## config.mk

```make
export PLATFORM = sky130hd
export DESIGN_NAME = partition_fit_allocator_top
export DESIGN_NICKNAME = d
export VERILOG_FILES = /design/src/rtl/core/pfa_pkg.sv /design/src/rtl/core/pfa_cell.sv /design/src/rtl/core/partition_fit_allocator_top.sv
export SDC_FILE = /design/constraint.sdc
export NUM_CORES = 2
export LEC_CHECK = 0
export BUFFER_PORTS_ARGS = -buffer_cell sky130_fd_sc_hd__buf_2
export CAP_MARGIN = 10
export CORE_ASPECT_RATIO = 0.8
export CORE_MARGIN = 8
export CORE_UTILIZATION = 45
export DETAILED_ROUTE_END_ITERATION = 16
export RECOVER_POWER = 25
export SLEW_MARGIN = 25
export SYNTH_ARGS = -nofsm -noshare
export SYNTH_HDL_FRONTEND = slang
export SYNTH_SLANG_ARGS = --single-unit
```

## constraint.sdc

```tcl
create_clock -name i_clk -period 17.7 [get_ports i_clk]
set_clock_uncertainty 0.05 [all_clocks]
set_input_delay 2.655 -clock i_clk [delete_from_list [all_inputs] [get_ports i_clk]]
set_output_delay 2.655 -clock i_clk [all_outputs]
set_load 0.02 [all_outputs]
```

## src/rtl/core/pfa_pkg.sv

```systemverilog
// ----------------------------------------------------------------------------
// pfa_pkg
// Shared types and codes for the partition fit allocator: opcodes, placement
// policies, configuration register indexes, controller states and the
// control and status groups passed between the controller and the cells.
// ----------------------------------------------------------------------------
package pfa_pkg;

    typedef enum logic [1:0] {
        OP_LOAD  = 2'd0,
        OP_ALLOC = 2'd1,
        OP_CLEAR = 2'd2,
        OP_NOP   = 2'd3
    } t_opcode;

    typedef enum logic [1:0] {
        POL_FIRST = 2'd0,
        POL_NEXT  = 2'd1,
        POL_BEST  = 2'd2,
        POL_WORST = 2'd3
    } t_policy;

    localparam logic [3:0] CFG_POLICY      = 4'd0;
    localparam logic [3:0] CFG_BLOCK_COUNT = 4'd1;

    localparam logic [4:0] BLOCK_COUNT_RESET = 5'd16;

    typedef enum logic [1:0] {
        ST_IDLE,
        ST_SCAN,
        ST_COMMIT
    } t_state;

    // per-cell update strobes, asserted in the commit cycle
    typedef struct packed {
        logic load;
        logic take;
        logic clear;
    } t_cell_ctrl;

    // candidate flags carried along the chain
    typedef struct packed {
        logic main_v;
        logic hi_v;
    } t_scan_flags;

endpackage

```

## src/rtl/core/pfa_cell.sv

```systemverilog
// ----------------------------------------------------------------------------
// pfa_cell
// One partition block: holds its size and taken flag, and refines the
// candidate that passes through it on the way to the next cell.
// ----------------------------------------------------------------------------
module pfa_cell #(
    parameter int CELL_IDX  = 0,
    parameter int IDX_W     = 4,
    parameter int CNT_W     = 5,
    parameter int SIZE_BITS = 16
) (
    input  logic                  i_clk,
    input  logic                  i_rst_n,
    input  pfa_pkg::t_cell_ctrl   i_ctrl,
    input  logic [SIZE_BITS-1:0]  i_load_size,
    input  logic [SIZE_BITS-1:0]  i_req,
    input  logic [CNT_W-1:0]      i_cnt,
    input  logic [IDX_W-1:0]      i_start,
    input  pfa_pkg::t_policy      i_policy,
    input  pfa_pkg::t_scan_flags  i_flags,
    input  logic [IDX_W-1:0]      i_main_idx,
    input  logic [SIZE_BITS-1:0]  i_main_left,
    input  logic [IDX_W-1:0]      i_hi_idx,
    input  logic [SIZE_BITS-1:0]  i_hi_left,
    output pfa_pkg::t_scan_flags  o_flags,
    output logic [IDX_W-1:0]      o_main_idx,
    output logic [SIZE_BITS-1:0]  o_main_left,
    output logic [IDX_W-1:0]      o_hi_idx,
    output logic [SIZE_BITS-1:0]  o_hi_left
);

    localparam logic [IDX_W-1:0] MY_IDX = IDX_W'(CELL_IDX);

    logic [SIZE_BITS-1:0] r_size;
    logic                 r_taken;
    pfa_pkg::t_scan_flags r_flags;
    logic [IDX_W-1:0]     r_main_idx;
    logic [SIZE_BITS-1:0] r_main_left;
    logic [IDX_W-1:0]     r_hi_idx;
    logic [SIZE_BITS-1:0] r_hi_left;

    logic                 fits;
    logic [SIZE_BITS-1:0] left;
    logic                 take_main;
    logic                 take_hi;

    always_comb begin
        fits = (int'(i_cnt) > CELL_IDX) && !r_taken && (r_size >= i_req);
        left = r_size - i_req;
        unique case (i_policy)
            pfa_pkg::POL_FIRST,
            pfa_pkg::POL_NEXT: begin
                take_main = fits && !i_flags.main_v;
            end
            pfa_pkg::POL_BEST: begin
                take_main = fits && (!i_flags.main_v || (left < i_main_left));
            end
            pfa_pkg::POL_WORST: begin
                take_main = fits && (!i_flags.main_v || (left > i_main_left));
            end
            default: begin
                take_main = 1'b0;
            end
        endcase
        // first fit at or after the roving pointer
        take_hi = fits && !i_flags.hi_v && (CELL_IDX >= int'(i_start));
    end

    always_ff @(posedge i_clk) begin
        if (!i_rst_n) begin
            r_taken <= 1'b0;
        end else if (i_ctrl.clear) begin
            r_taken <= 1'b0;
        end else if (i_ctrl.take) begin
            r_taken <= 1'b1;
        end
    end

    always_ff @(posedge i_clk) begin
        if (i_ctrl.load) begin
            r_size <= i_load_size;
        end
    end

    always_ff @(posedge i_clk) begin
        r_flags.main_v <= i_flags.main_v || take_main;
        r_flags.hi_v   <= i_flags.hi_v || take_hi;
        r_main_idx     <= take_main ? MY_IDX : i_main_idx;
        r_main_left    <= take_main ? left : i_main_left;
        r_hi_idx       <= take_hi ? MY_IDX : i_hi_idx;
        r_hi_left      <= take_hi ? left : i_hi_left;
    end

    assign o_flags     = r_flags;
    assign o_main_idx  = r_main_idx;
    assign o_main_left = r_main_left;
    assign o_hi_idx    = r_hi_idx;
    assign o_hi_left   = r_hi_left;

endmodule

```

## src/rtl/core/partition_fit_allocator_top.sv

```systemverilog
// ----------------------------------------------------------------------------
// partition_fit_allocator_top
// Fixed-partition allocator with first, next, best and worst fit placement.
// ----------------------------------------------------------------------------
// Usage:
//   Requests enter on the in channel (valid/ready) as opcode, block index and
//   size. Load writes a block size, allocate searches for a free block that
//   fits, clear frees all blocks and zeroes the totals. Each request yields
//   exactly one result on the out channel (valid/ready) carrying the grant,
//   the block, the leftover and both fragmentation totals after the request.
//   Policy and block count are to be written on the cfg channel only while idle; the block does not enforce this.
// Timing:
//   An allocate walks the chain of MAX_BLOCKS cells, one cell per cycle, then
//   commits; load, clear and no-op requests go straight to the commit. A
//   new request is accepted only once the previous one has committed.
//   The result sits in an output register; the next request is accepted
//   while it waits. If the receiver stalls, the following request holds in
//   its commit cycle until the output register frees up.
// Reset:
//   Synchronous, active low. Frees every block, zeroes totals and pointer,
//   sets policy to first fit and block count to 16. Block sizes are
//   undefined until loaded.
// ----------------------------------------------------------------------------
module partition_fit_allocator_top #(
    parameter int MAX_BLOCKS = 16,
    parameter int SIZE_BITS  = 16
) (
    input  logic        i_clk,
    input  logic        i_rst_n,
    input  logic        i_cfg_valid,
    output logic        o_cfg_ready,
    input  logic [3:0]  i_cfg_index,
    input  logic [4:0]  i_cfg_data,
    input  logic        i_in_valid,
    output logic        o_in_ready,
    input  logic [1:0]  i_opcode,
    input  logic [3:0]  i_block_index,
    input  logic [15:0] i_size_value,
    output logic        o_out_valid,
    input  logic        i_out_ready,
    output logic        o_granted,
    output logic [3:0]  o_granted_block,
    output logic [15:0] o_leftover,
    output logic [31:0] o_internal_total,
    output logic [31:0] o_external_total
);

    localparam int IDX_W = $clog2(MAX_BLOCKS);
    localparam int CNT_W = $clog2(MAX_BLOCKS + 1);
    localparam int CMP_W = (CNT_W > 5) ? CNT_W : 5;

    // configuration
    pfa_pkg::t_policy r_policy;
    logic [4:0]       r_block_count;

    // request
    pfa_pkg::t_opcode     r_op;
    logic [3:0]           r_idx;
    logic [SIZE_BITS-1:0] r_req;

    // controller
    pfa_pkg::t_state r_state;
    pfa_pkg::t_state n_state;
    logic [IDX_W-1:0] r_scan_cnt;
    logic             in_ready;
    logic             commit_go;

    // persistent state
    logic [IDX_W-1:0] r_rover;
    logic [IDX_W-1:0] n_rover;
    logic [31:0]      r_int_sum;
    logic [31:0]      n_int_sum;
    logic [31:0]      r_ext_sum;
    logic [31:0]      n_ext_sum;

    // result register
    logic        r_out_valid;
    logic        r_granted;
    logic [3:0]  r_gblock;
    logic [15:0] r_leftover;

    // chain
    pfa_pkg::t_scan_flags w_flags     [MAX_BLOCKS+1];
    logic [IDX_W-1:0]     w_main_idx  [MAX_BLOCKS+1];
    logic [SIZE_BITS-1:0] w_main_left [MAX_BLOCKS+1];
    logic [IDX_W-1:0]     w_hi_idx    [MAX_BLOCKS+1];
    logic [SIZE_BITS-1:0] w_hi_left   [MAX_BLOCKS+1];
    pfa_pkg::t_cell_ctrl  cell_ctrl   [MAX_BLOCKS];

    logic [CNT_W-1:0]     used_cnt;
    logic [IDX_W-1:0]     start_idx;
    logic                 is_alloc;
    logic                 grant;
    logic [IDX_W-1:0]     pick_idx;
    logic [SIZE_BITS-1:0] pick_left;
    logic [CNT_W-1:0]     pick_next;
    logic [32:0]          int_add;
    logic [32:0]          ext_add;

    // ------------------------------------------------------------------------
    // configuration port

    assign o_cfg_ready = 1'b1;

    always_ff @(posedge i_clk) begin
        if (!i_rst_n) begin
            r_policy      <= pfa_pkg::POL_FIRST;
            r_block_count <= pfa_pkg::BLOCK_COUNT_RESET;
        end else if (i_cfg_valid) begin
            if (i_cfg_index == pfa_pkg::CFG_POLICY) begin
                r_policy <= pfa_pkg::t_policy'(i_cfg_data[1:0]);
            end else if (i_cfg_index == pfa_pkg::CFG_BLOCK_COUNT) begin
                r_block_count <= i_cfg_data;
            end
        end
    end

    always_comb begin
        if (CMP_W'(r_block_count) > CMP_W'(MAX_BLOCKS)) begin
            used_cnt = CNT_W'(MAX_BLOCKS);
        end else begin
            used_cnt = CNT_W'(r_block_count);
        end
        start_idx = (CNT_W'(r_rover) < used_cnt) ? r_rover : '0;
    end

    // ------------------------------------------------------------------------
    // controller

    always_comb begin
        n_state = r_state;
        unique case (r_state)
            pfa_pkg::ST_IDLE: begin
                if (i_in_valid) begin
                    n_state = (pfa_pkg::t_opcode'(i_opcode) == pfa_pkg::OP_ALLOC) ?
                              pfa_pkg::ST_SCAN : pfa_pkg::ST_COMMIT;
                end
            end
            pfa_pkg::ST_SCAN: begin
                if (r_scan_cnt == IDX_W'(MAX_BLOCKS - 1)) begin
                    n_state = pfa_pkg::ST_COMMIT;
                end
            end
            pfa_pkg::ST_COMMIT: begin
                if (!r_out_valid || i_out_ready) begin
                    n_state = pfa_pkg::ST_IDLE;
                end
            end
            default: begin
                n_state = pfa_pkg::ST_IDLE;
            end
        endcase
    end

    always_comb begin
        in_ready  = (r_state == pfa_pkg::ST_IDLE);
        commit_go = (r_state == pfa_pkg::ST_COMMIT) && (!r_out_valid || i_out_ready);
    end

    assign o_in_ready = in_ready;

    always_ff @(posedge i_clk) begin
        if (!i_rst_n) begin
            r_state    <= pfa_pkg::ST_IDLE;
            r_scan_cnt <= '0;
        end else begin
            r_state <= n_state;
            if (r_state == pfa_pkg::ST_SCAN) begin
                r_scan_cnt <= r_scan_cnt + IDX_W'(1);
            end else begin
                r_scan_cnt <= '0;
            end
        end
    end

    always_ff @(posedge i_clk) begin
        if (i_in_valid && in_ready) begin
            r_op  <= pfa_pkg::t_opcode'(i_opcode);
            r_idx <= i_block_index;
            r_req <= SIZE_BITS'(i_size_value);
        end
    end

    // ------------------------------------------------------------------------
    // cell chain

    assign w_flags[0]     = '0;
    assign w_main_idx[0]  = '0;
    assign w_main_left[0] = '0;
    assign w_hi_idx[0]    = '0;
    assign w_hi_left[0]   = '0;

    for (genvar g = 0; g < MAX_BLOCKS; g++) begin : g_cell
        always_comb begin
            cell_ctrl[g].load  = commit_go && (r_op == pfa_pkg::OP_LOAD) &&
                                 (int'(r_idx) == g);
            cell_ctrl[g].take  = commit_go && grant && (int'(pick_idx) == g);
            cell_ctrl[g].clear = commit_go && (r_op == pfa_pkg::OP_CLEAR);
        end

        pfa_cell #(
            .CELL_IDX  (g),
            .IDX_W     (IDX_W),
            .CNT_W     (CNT_W),
            .SIZE_BITS (SIZE_BITS)
        ) u_cell (
            .i_clk       (i_clk),
            .i_rst_n     (i_rst_n),
            .i_ctrl      (cell_ctrl[g]),
            .i_load_size (r_req),
            .i_req       (r_req),
            .i_cnt       (used_cnt),
            .i_start     (start_idx),
            .i_policy    (r_policy),
            .i_flags     (w_flags[g]),
            .i_main_idx  (w_main_idx[g]),
            .i_main_left (w_main_left[g]),
            .i_hi_idx    (w_hi_idx[g]),
            .i_hi_left   (w_hi_left[g]),
            .o_flags     (w_flags[g+1]),
            .o_main_idx  (w_main_idx[g+1]),
            .o_main_left (w_main_left[g+1]),
            .o_hi_idx    (w_hi_idx[g+1]),
            .o_hi_left   (w_hi_left[g+1])
        );
    end

    // ------------------------------------------------------------------------
    // commit

    always_comb begin
        is_alloc = (r_op == pfa_pkg::OP_ALLOC);
        // next fit wraps to the lowest fitting block when none lies past the pointer
        if ((r_policy == pfa_pkg::POL_NEXT) && w_flags[MAX_BLOCKS].hi_v) begin
            grant     = is_alloc;
            pick_idx  = w_hi_idx[MAX_BLOCKS];
            pick_left = w_hi_left[MAX_BLOCKS];
        end else begin
            grant     = is_alloc && w_flags[MAX_BLOCKS].main_v;
            pick_idx  = w_main_idx[MAX_BLOCKS];
            pick_left = w_main_left[MAX_BLOCKS];
        end
        pick_next = CNT_W'(pick_idx) + CNT_W'(1);

        int_add = {1'b0, r_int_sum} + 33'(pick_left);
        ext_add = {1'b0, r_ext_sum} + 33'(r_req);

        n_rover   = r_rover;
        n_int_sum = r_int_sum;
        n_ext_sum = r_ext_sum;
        if (r_op == pfa_pkg::OP_CLEAR) begin
            n_rover   = '0;
            n_int_sum = '0;
            n_ext_sum = '0;
        end else if (grant) begin
            n_int_sum = int_add[32] ? '1 : int_add[31:0];
            if (r_policy == pfa_pkg::POL_NEXT) begin
                n_rover = (pick_next >= used_cnt) ? '0 : IDX_W'(pick_next);
            end
        end else if (is_alloc) begin
            n_ext_sum = ext_add[32] ? '1 : ext_add[31:0];
        end
    end

    always_ff @(posedge i_clk) begin
        if (!i_rst_n) begin
            r_rover   <= '0;
            r_int_sum <= '0;
            r_ext_sum <= '0;
        end else if (commit_go) begin
            r_rover   <= n_rover;
            r_int_sum <= n_int_sum;
            r_ext_sum <= n_ext_sum;
        end
    end

    // ------------------------------------------------------------------------
    // result register

    always_ff @(posedge i_clk) begin
        if (!i_rst_n) begin
            r_out_valid <= 1'b0;
        end else if (commit_go) begin
            r_out_valid <= 1'b1;
        end else if (i_out_ready) begin
            r_out_valid <= 1'b0;
        end
    end

    always_ff @(posedge i_clk) begin
        if (commit_go) begin
            r_granted  <= grant;
            r_gblock   <= grant ? 4'(pick_idx) : 4'd0;
            r_leftover <= grant ? 16'(pick_left) : 16'd0;
        end
    end

    assign o_out_valid      = r_out_valid;
    assign o_granted        = r_granted;
    assign o_granted_block  = r_gblock;
    assign o_leftover       = r_leftover;
    assign o_internal_total = r_int_sum;
    assign o_external_total = r_ext_sum;

endmodule

```

Word-level counts from Yosys, hierarchy flattened
Index checks and enable logic that the tools add are counted.
Widths: inputs -> output; s select.
{"block": "totals", "out_inout_bits": 88, "elab_cells": 629, "ff_bits": 1039, "input_bits": 36}
{"block": "op_classes", "reduce_logical": 274, "bitwise": 2, "n_lt_le_gt_ge": 80, "n_eq_ne": 44, "n_addsub": 20, "n_mux": 69}
{"cell": "$mux 16", "count": 31}
{"cell": "$ge 16x16->1", "count": 16}
{"cell": "$sub 16x16->16", "count": 16}
{"cell": "$gt 16x16->1", "count": 15}
{"cell": "$lt 16x16->1", "count": 15}
{"cell": "$mux 32", "count": 7}
{"cell": "$logic_and 1x1->1", "count": 146}
{"cell": "$eq 4x4->1 const B", "count": 17}
{"cell": "$add 32x16->33", "count": 2}
{"cell": "$logic_or 1x1->1", "count": 61}
{"cell": "$logic_not 1->1", "count": 47}
{"cell": "$pmux 1 s3", "count": 15}
{"cell": "$gt 5x4->1 const B", "count": 8}
{"cell": "$eq 4x3->1 const B", "count": 8}
{"cell": "$ge 4x4->1 const A", "count": 7}
{"cell": "$mux 4", "count": 6}
{"cell": "$gt 5x3->1 const B", "count": 4}
{"cell": "$eq 4x2->1 const B", "count": 4}
{"cell": "$ge 3x4->1 const A", "count": 4}
{"cell": "$eq 4x1->1 const B", "count": 3}
{"cell": "$logic_not 4->1", "count": 3}
{"cell": "$reduce_and 3->1", "count": 4}
{"cell": "$gt 5x1->1 const B", "count": 2}
{"cell": "$gt 5x2->1 const B", "count": 2}
{"cell": "other kinds (21)", "count": 46}

Logic depth before layout (Yosys ltp)
{"block": "depth", "word_depth": 9, "mapped_depth": 20, "ltp_nobuf": 19}

Modules after synthesis
From an unflattened synthesis, not the netlist that was laid out.
{"block": "hier_totals", "hier_cells": 5806, "area_unflattened_um2": 59692.2}
{"mod": "partition_fit_allocator_top", "seq_area_each_um2": 2932.8, "area_per_inst_um2": 7736.2, "cells_per_inst": 912, "n_inst": 1}
{"mod": "pfa_cell at g_cell[0].u_cell", "seq_area_each_um2": 1341.3, "area_per_inst_um2": 3405.8, "cells_per_inst": 325, "n_inst": 1}
{"mod": "pfa_cell at g_cell[12].u_cell", "seq_area_each_um2": 1341.3, "area_per_inst_um2": 3368.2, "cells_per_inst": 301, "n_inst": 1}
{"mod": "pfa_cell at g_cell[5].u_cell", "seq_area_each_um2": 1341.3, "area_per_inst_um2": 3343.2, "cells_per_inst": 334, "n_inst": 1}
{"mod": "pfa_cell at g_cell[4].u_cell", "seq_area_each_um2": 1341.3, "area_per_inst_um2": 3309.4, "cells_per_inst": 298, "n_inst": 1}
{"mod": "pfa_cell at g_cell[8].u_cell", "seq_area_each_um2": 1341.3, "area_per_inst_um2": 3261.9, "cells_per_inst": 297, "n_inst": 1}
{"mod": "pfa_cell at g_cell[11].u_cell", "seq_area_each_um2": 1341.3, "area_per_inst_um2": 3258.1, "cells_per_inst": 323, "n_inst": 1}
{"mod": "pfa_cell at g_cell[1].u_cell", "seq_area_each_um2": 1341.3, "area_per_inst_um2": 3253.1, "cells_per_inst": 313, "n_inst": 1}
{"mod": "pfa_cell at g_cell[3].u_cell", "seq_area_each_um2": 1341.3, "area_per_inst_um2": 3243.1, "cells_per_inst": 313, "n_inst": 1}
{"mod": "pfa_cell at g_cell[13].u_cell", "seq_area_each_um2": 1341.3, "area_per_inst_um2": 3233.1, "cells_per_inst": 304, "n_inst": 1}
{"mod": "pfa_cell at g_cell[2].u_cell", "seq_area_each_um2": 1341.3, "area_per_inst_um2": 3225.6, "cells_per_inst": 312, "n_inst": 1}
{"mod": "pfa_cell at g_cell[9].u_cell", "seq_area_each_um2": 1341.3, "area_per_inst_um2": 3209.3, "cells_per_inst": 293, "n_inst": 1}
{"mod": "pfa_cell at g_cell[14].u_cell", "seq_area_each_um2": 1341.3, "area_per_inst_um2": 3200.6, "cells_per_inst": 295, "n_inst": 1}
{"mod": "pfa_cell at g_cell[7].u_cell", "seq_area_each_um2": 1341.3, "area_per_inst_um2": 3194.3, "cells_per_inst": 302, "n_inst": 1}
{"mod": "3 more rows"}

Worst setup path before layout
OpenSTA, ideal clock, no wires.
{"block": "synth_path", "path_type": "register to register", "startpoint": "reg r_req[1]", "endpoint": "reg g_cell[7].u_cell.r_main_left[10]", "n_path_buf": 1, "slack_ns": 11.786, "setup_time_ns": 0.121, "period_less_slack_ns": 5.914, "required_ns": 17.529, "path_stages_with_launch": 19, "arrival_time_ns": 5.744, "path_cell_list": "edfxtp_1 > inv_1 > ha_1 > nor2b_1 > o31ai_1 > a2111oi_2 > and2_1 > o31a_1 > o41ai_1 > xnor2_1 > ha_1 > a21o_1 > a21o_1 > a21oi_1 > o211ai_1 > mux2_2 > a21oi_2 > buf_4 > mux2_2"}
{"block": "synth_between", "elab_chain_len": 6, "elab_cells_between_ends": 12, "cone_classes": "add/sub: 1; order compare: 3; mux: 2; reduce/logical: 6"}
{"element": "from (decl)", "line": "partition_fit_allocator_top.sv:59", "rtl": "logic [SIZE_BITS-1:0] r_req;"}
{"element": "from (signal assigned)", "line": "partition_fit_allocator_top.sv:180", "rtl": "r_req <= SIZE_BITS'(i_size_value);"}
{"element": "$sub 16x16->16", "line": "pfa_cell.sv:49", "rtl": "left = r_size - i_req;"}
{"element": "$gt 16x16->1 or $lt 16x16->1 (tied branches)", "line": "pfa_cell.sv:59, pfa_cell.sv:56"}
{"element": "$logic_or 1x1->1, on equally long branches", "line": "pfa_cell.sv:59, pfa_cell.sv:56"}
{"element": "$logic_and 1x1->1, on equally long branches", "line": "pfa_cell.sv:59, pfa_cell.sv:56"}
{"element": "$pmux 1 s3", "line": "pfa_cell.sv:50", "rtl": "unique case (i_policy)"}
{"element": "$mux 16 (*)", "line": "pfa_cell.sv:89", "rtl": "r_main_left <= take_main ? left : i_main_left;"}
{"element": "to (signal assigned)", "line": "pfa_cell.sv:89"}
{"element": "to (decl)", "line": "pfa_cell.sv:38", "rtl": "logic [SIZE_BITS-1:0] r_main_left;"}
Mark *: on every way between the ends. The rest lies on a longest branch, timed or not.
A chain may end at the register's enable or synchronous reset.

Worst setup path after layout
{"block": "layout_path", "startpoint": "reg r_req[1]", "endpoint": "reg g_cell[11].u_cell.r_main_left[9]"}
{"block": "layout_between", "elab_chain_len": 6, "elab_cells_between_ends": 12, "cone_classes": "add/sub: 1; order compare: 3; mux: 2; reduce/logical: 6"}
{"element": "$sub 16x16->16", "line": "pfa_cell.sv:49"}
{"element": "$gt 16x16->1 or $lt 16x16->1 (tied branches)", "line": "pfa_cell.sv:59, pfa_cell.sv:56"}
{"element": "$logic_or 1x1->1, on equally long branches", "line": "pfa_cell.sv:59, pfa_cell.sv:56"}
{"element": "$logic_and 1x1->1, on equally long branches", "line": "pfa_cell.sv:59, pfa_cell.sv:56"}
{"element": "$pmux 1 s3", "line": "pfa_cell.sv:50"}
{"element": "$mux 16 (*)", "line": "pfa_cell.sv:89"}
{"element": "to (signal assigned)", "line": "pfa_cell.sv:89"}
{"element": "to (decl)", "line": "pfa_cell.sv:38"}
Marked as above.

==> metrics <==
Overflow after GRT 0; Post-CTS Hold Buffers 0; YS warnings 0; Post-CTS Setup Bufs 0; Final setup violation count 0; Post-synth ARST share 0; PD cells 122 mW/mm^2; vias in the first global route 37,400; sequential power share 0.440; Post-CTS Resized 0; Synth Flop Type dfxtp_1; die extent in x 402 um; Internal 5060 uW; Sw Share 0.305; drt first pass iters 6; CTS root buffer clkbuf_16; Residual DRC 0; Syn Nets 5,676; Area growth syn-to-layout 11.7%; largest net degree at the start of global routing 40; CTS Buf Count 105; flops & latches, synth 1,039; Worst setup SP type flop; Finished Layout Cells 6,920; H-tree depth 3; Final Cell Area 0.0599 sq mm; Avg Inst Size Synth 10.6 sq um; Clk pwr share 0.324; register area 0.0238 sq mm; Tmin final 7410 ps; total wire length 173,000 um; ratio of cells with drive above 1 in the final layout 0.161; IO Pins 124; Sink Count 1,039; critical path class reg2reg; area of the multi-input gates 0.0279 sq mm; outcome complete, but fails checks; cell row count 113; CP arrival 7940 ps; CTS tree built; Worst VDD drop 0.0000815 V; Max Clock Freq 0.135 GHz; detailed-route via count 39,400; final core utilization 0.506; Inst Count DP 6,718; RSZ-0062 raised after global routing no; Post-synth EDFFs 299; DP Wirelength 128,000 um; number of buffers added on ports 122; Netlist cell types 102; chip height 325 um; initial antenna violation count 16; sequential-to-total area share from yosys stat 0.444; Worst Tran Pin Value 3150 ps; clk slew on worst S/H paths 60 ps; post-route ant nets 0; routed vias/inst 5.69; clk buf depth 3; most frequent cells in the layout 740 x dfxtp_1, 544 x ha_1, 418 x inv_1, 394 x mux2_2, 327 x nor2_1; WP data required 18,230 ps; Initial Utilization 0.453; core area 0.118 sq mm; switching power of the nets 2230 uW; Nets 5,871; Pleak 0.0257 uW; Hold Crit Class reg2reg; Max-slew headroom -1.10; # fillers 10,800; Final period util 0.419; final hold violations 0; Post-DP Area 0.0563 sq mm; Critical Path Fanout Max 33; commonest non-fill, non-tap cell in the layout dfxtp_1; power share of the combinational group 0.236; Initial DRC Count 4,202; Final Max Slew Viols 424; Avg WL per Cell 24.9 um; max cap viols 19; clk_lat worst skew 710 ps; routability cong. 0.929; Cells after Synth 5,078; Worst setup EP type flop; Setup TNS Final 0 ps; failing checks max-capacitance violations, max-slew violations; Mapped Area 0.0536 sq mm; area of the die 0.131 sq mm; Total GRT Usage 0.253; Hold WS 348 ps; first-pass GRT wire length 251,000 um
routing by layer:
metal  GRT usage  share of wire  vias up
met3      0.0508          0.077      243
met5           0        0.00012        -
li1            -              -    18700
met1       0.376           0.48    19100
met4      0.0596          0.024        2
met2       0.377           0.42     1329
Yosys cell counts, types with 41 or more instances:
library cell  number  area [sq um]
mux2_2           394          4440
nor2b_1           79           494
nand2_1          195           732
a21oi_1          318          1590
dfxtp_1          740         14800
mux2i_1           63           631
a21o_1           125           938
inv_1            418          1570
a211oi_1          50           375
ha_1             544          6810
and2_1            55           344
nand4_1           73           457
edfxtp_1         299          8980
nor3_1            94           470
xnor2_1          158          1380
o21ai_0          170           851
clkbuf_1          41           154
nand2b_1         106           663
nor2_1           334          1250
o21a_1            78           586
nand3_1           68           340
xor2_1            62           543
buf_2             45           225
area by class of cell:
class                      instances  share of cell area
multi-input combinational       3513               0.465
antenna                            2           0.0000835
clock inverter                    48             0.00883
inverter                         420              0.0263
timing repair buffer             194              0.0176
clock buffer                     152              0.0525
tap                             1552              0.0324
sequential                      1039               0.397
state kept, by name, indices dropped and copies added (netlist names), 5 cells and up:
register / flops
g_cell.u_cell.o_flags: 32
g_cell.u_cell.o_hi_idx: 49
g_cell.u_cell.o_hi_left: 256
g_cell.u_cell.o_main_idx: 49
g_cell.u_cell.o_main_left: 256
g_cell.u_cell.r_size: 256
g_cell.u_cell.r_taken: 16
o_external_total: 32
o_internal_total: 32
o_leftover: 16
r_block_count: 5
r_req: 16
power groups by stage:
stage	sequential, uW	clock, uW	combinational [uW]
4_1_cts	3200	2400	1710
6_report	3200	2360	1720
2_1_floorplan	3080	0	1210
5_1_grt	3240	2490	1900
3_3_place_gp	3250	0	1670
3_5_place_dp	3240	0	1690
worst max-delay path: stages, from the launching register on:
cell	delay [ps]
edfxtp_1	340
clkbuf_1	2220
fa_1	580
nor2b_1	70
o21a_2	200
a311oi_1	600
a21oi_4	160
a21oi_1	190
o21bai_1	90
xor2_1	420
ha_1	220
nand4_1	130
or3_1	400
a21o_1	170
o211ai_1	100
mux2i_1	200
or3_1	690
mux2_2	410
path summary, 6_finish.rpt:
path	cells past startpoint	slack (ps)	endpoint	start
worst max-delay path	17	10290	g_cell[11].u_cell.o_main_left[9]	r_req[1]
worst min-delay path	1	350	g_cell[3].u_cell.o_main_idx[0]	g_cell[2].u_cell.o_main_idx[0]
worst max register to register	17	10290	g_cell[11].u_cell.o_main_left[9]	r_req[1]
worst min register to register	1	350	g_cell[3].u_cell.o_main_idx[0]	g_cell[2].u_cell.o_main_idx[0]
cell families after synthesis:
| group | Yosys count | synth area share |
|---|---|---|
| AND/OR/NAND/NOR | 1157 | 0.108 |
| AO/OA/AOI/OAI | 1059 | 0.131 |
| flip-flops | 1039 | 0.444 |
| adder cells (fa/ha/maj) | 562 | 0.134 |
| buffers and inverters | 526 | 0.0391 |
| multiplexers | 514 | 0.108 |
| XOR/XNOR | 220 | 0.0359 |
| other | 1 | 0.0000699 |
metrics by stage:
step	worst slack (ps)	total power, uW
floorplan	11790	4280
finish	10290	7290
detailed placement	11640	4940
CTS	11630	7310
global placement	11760	4920
global route	9810	7630
Power figures use the tool's default switching activity.
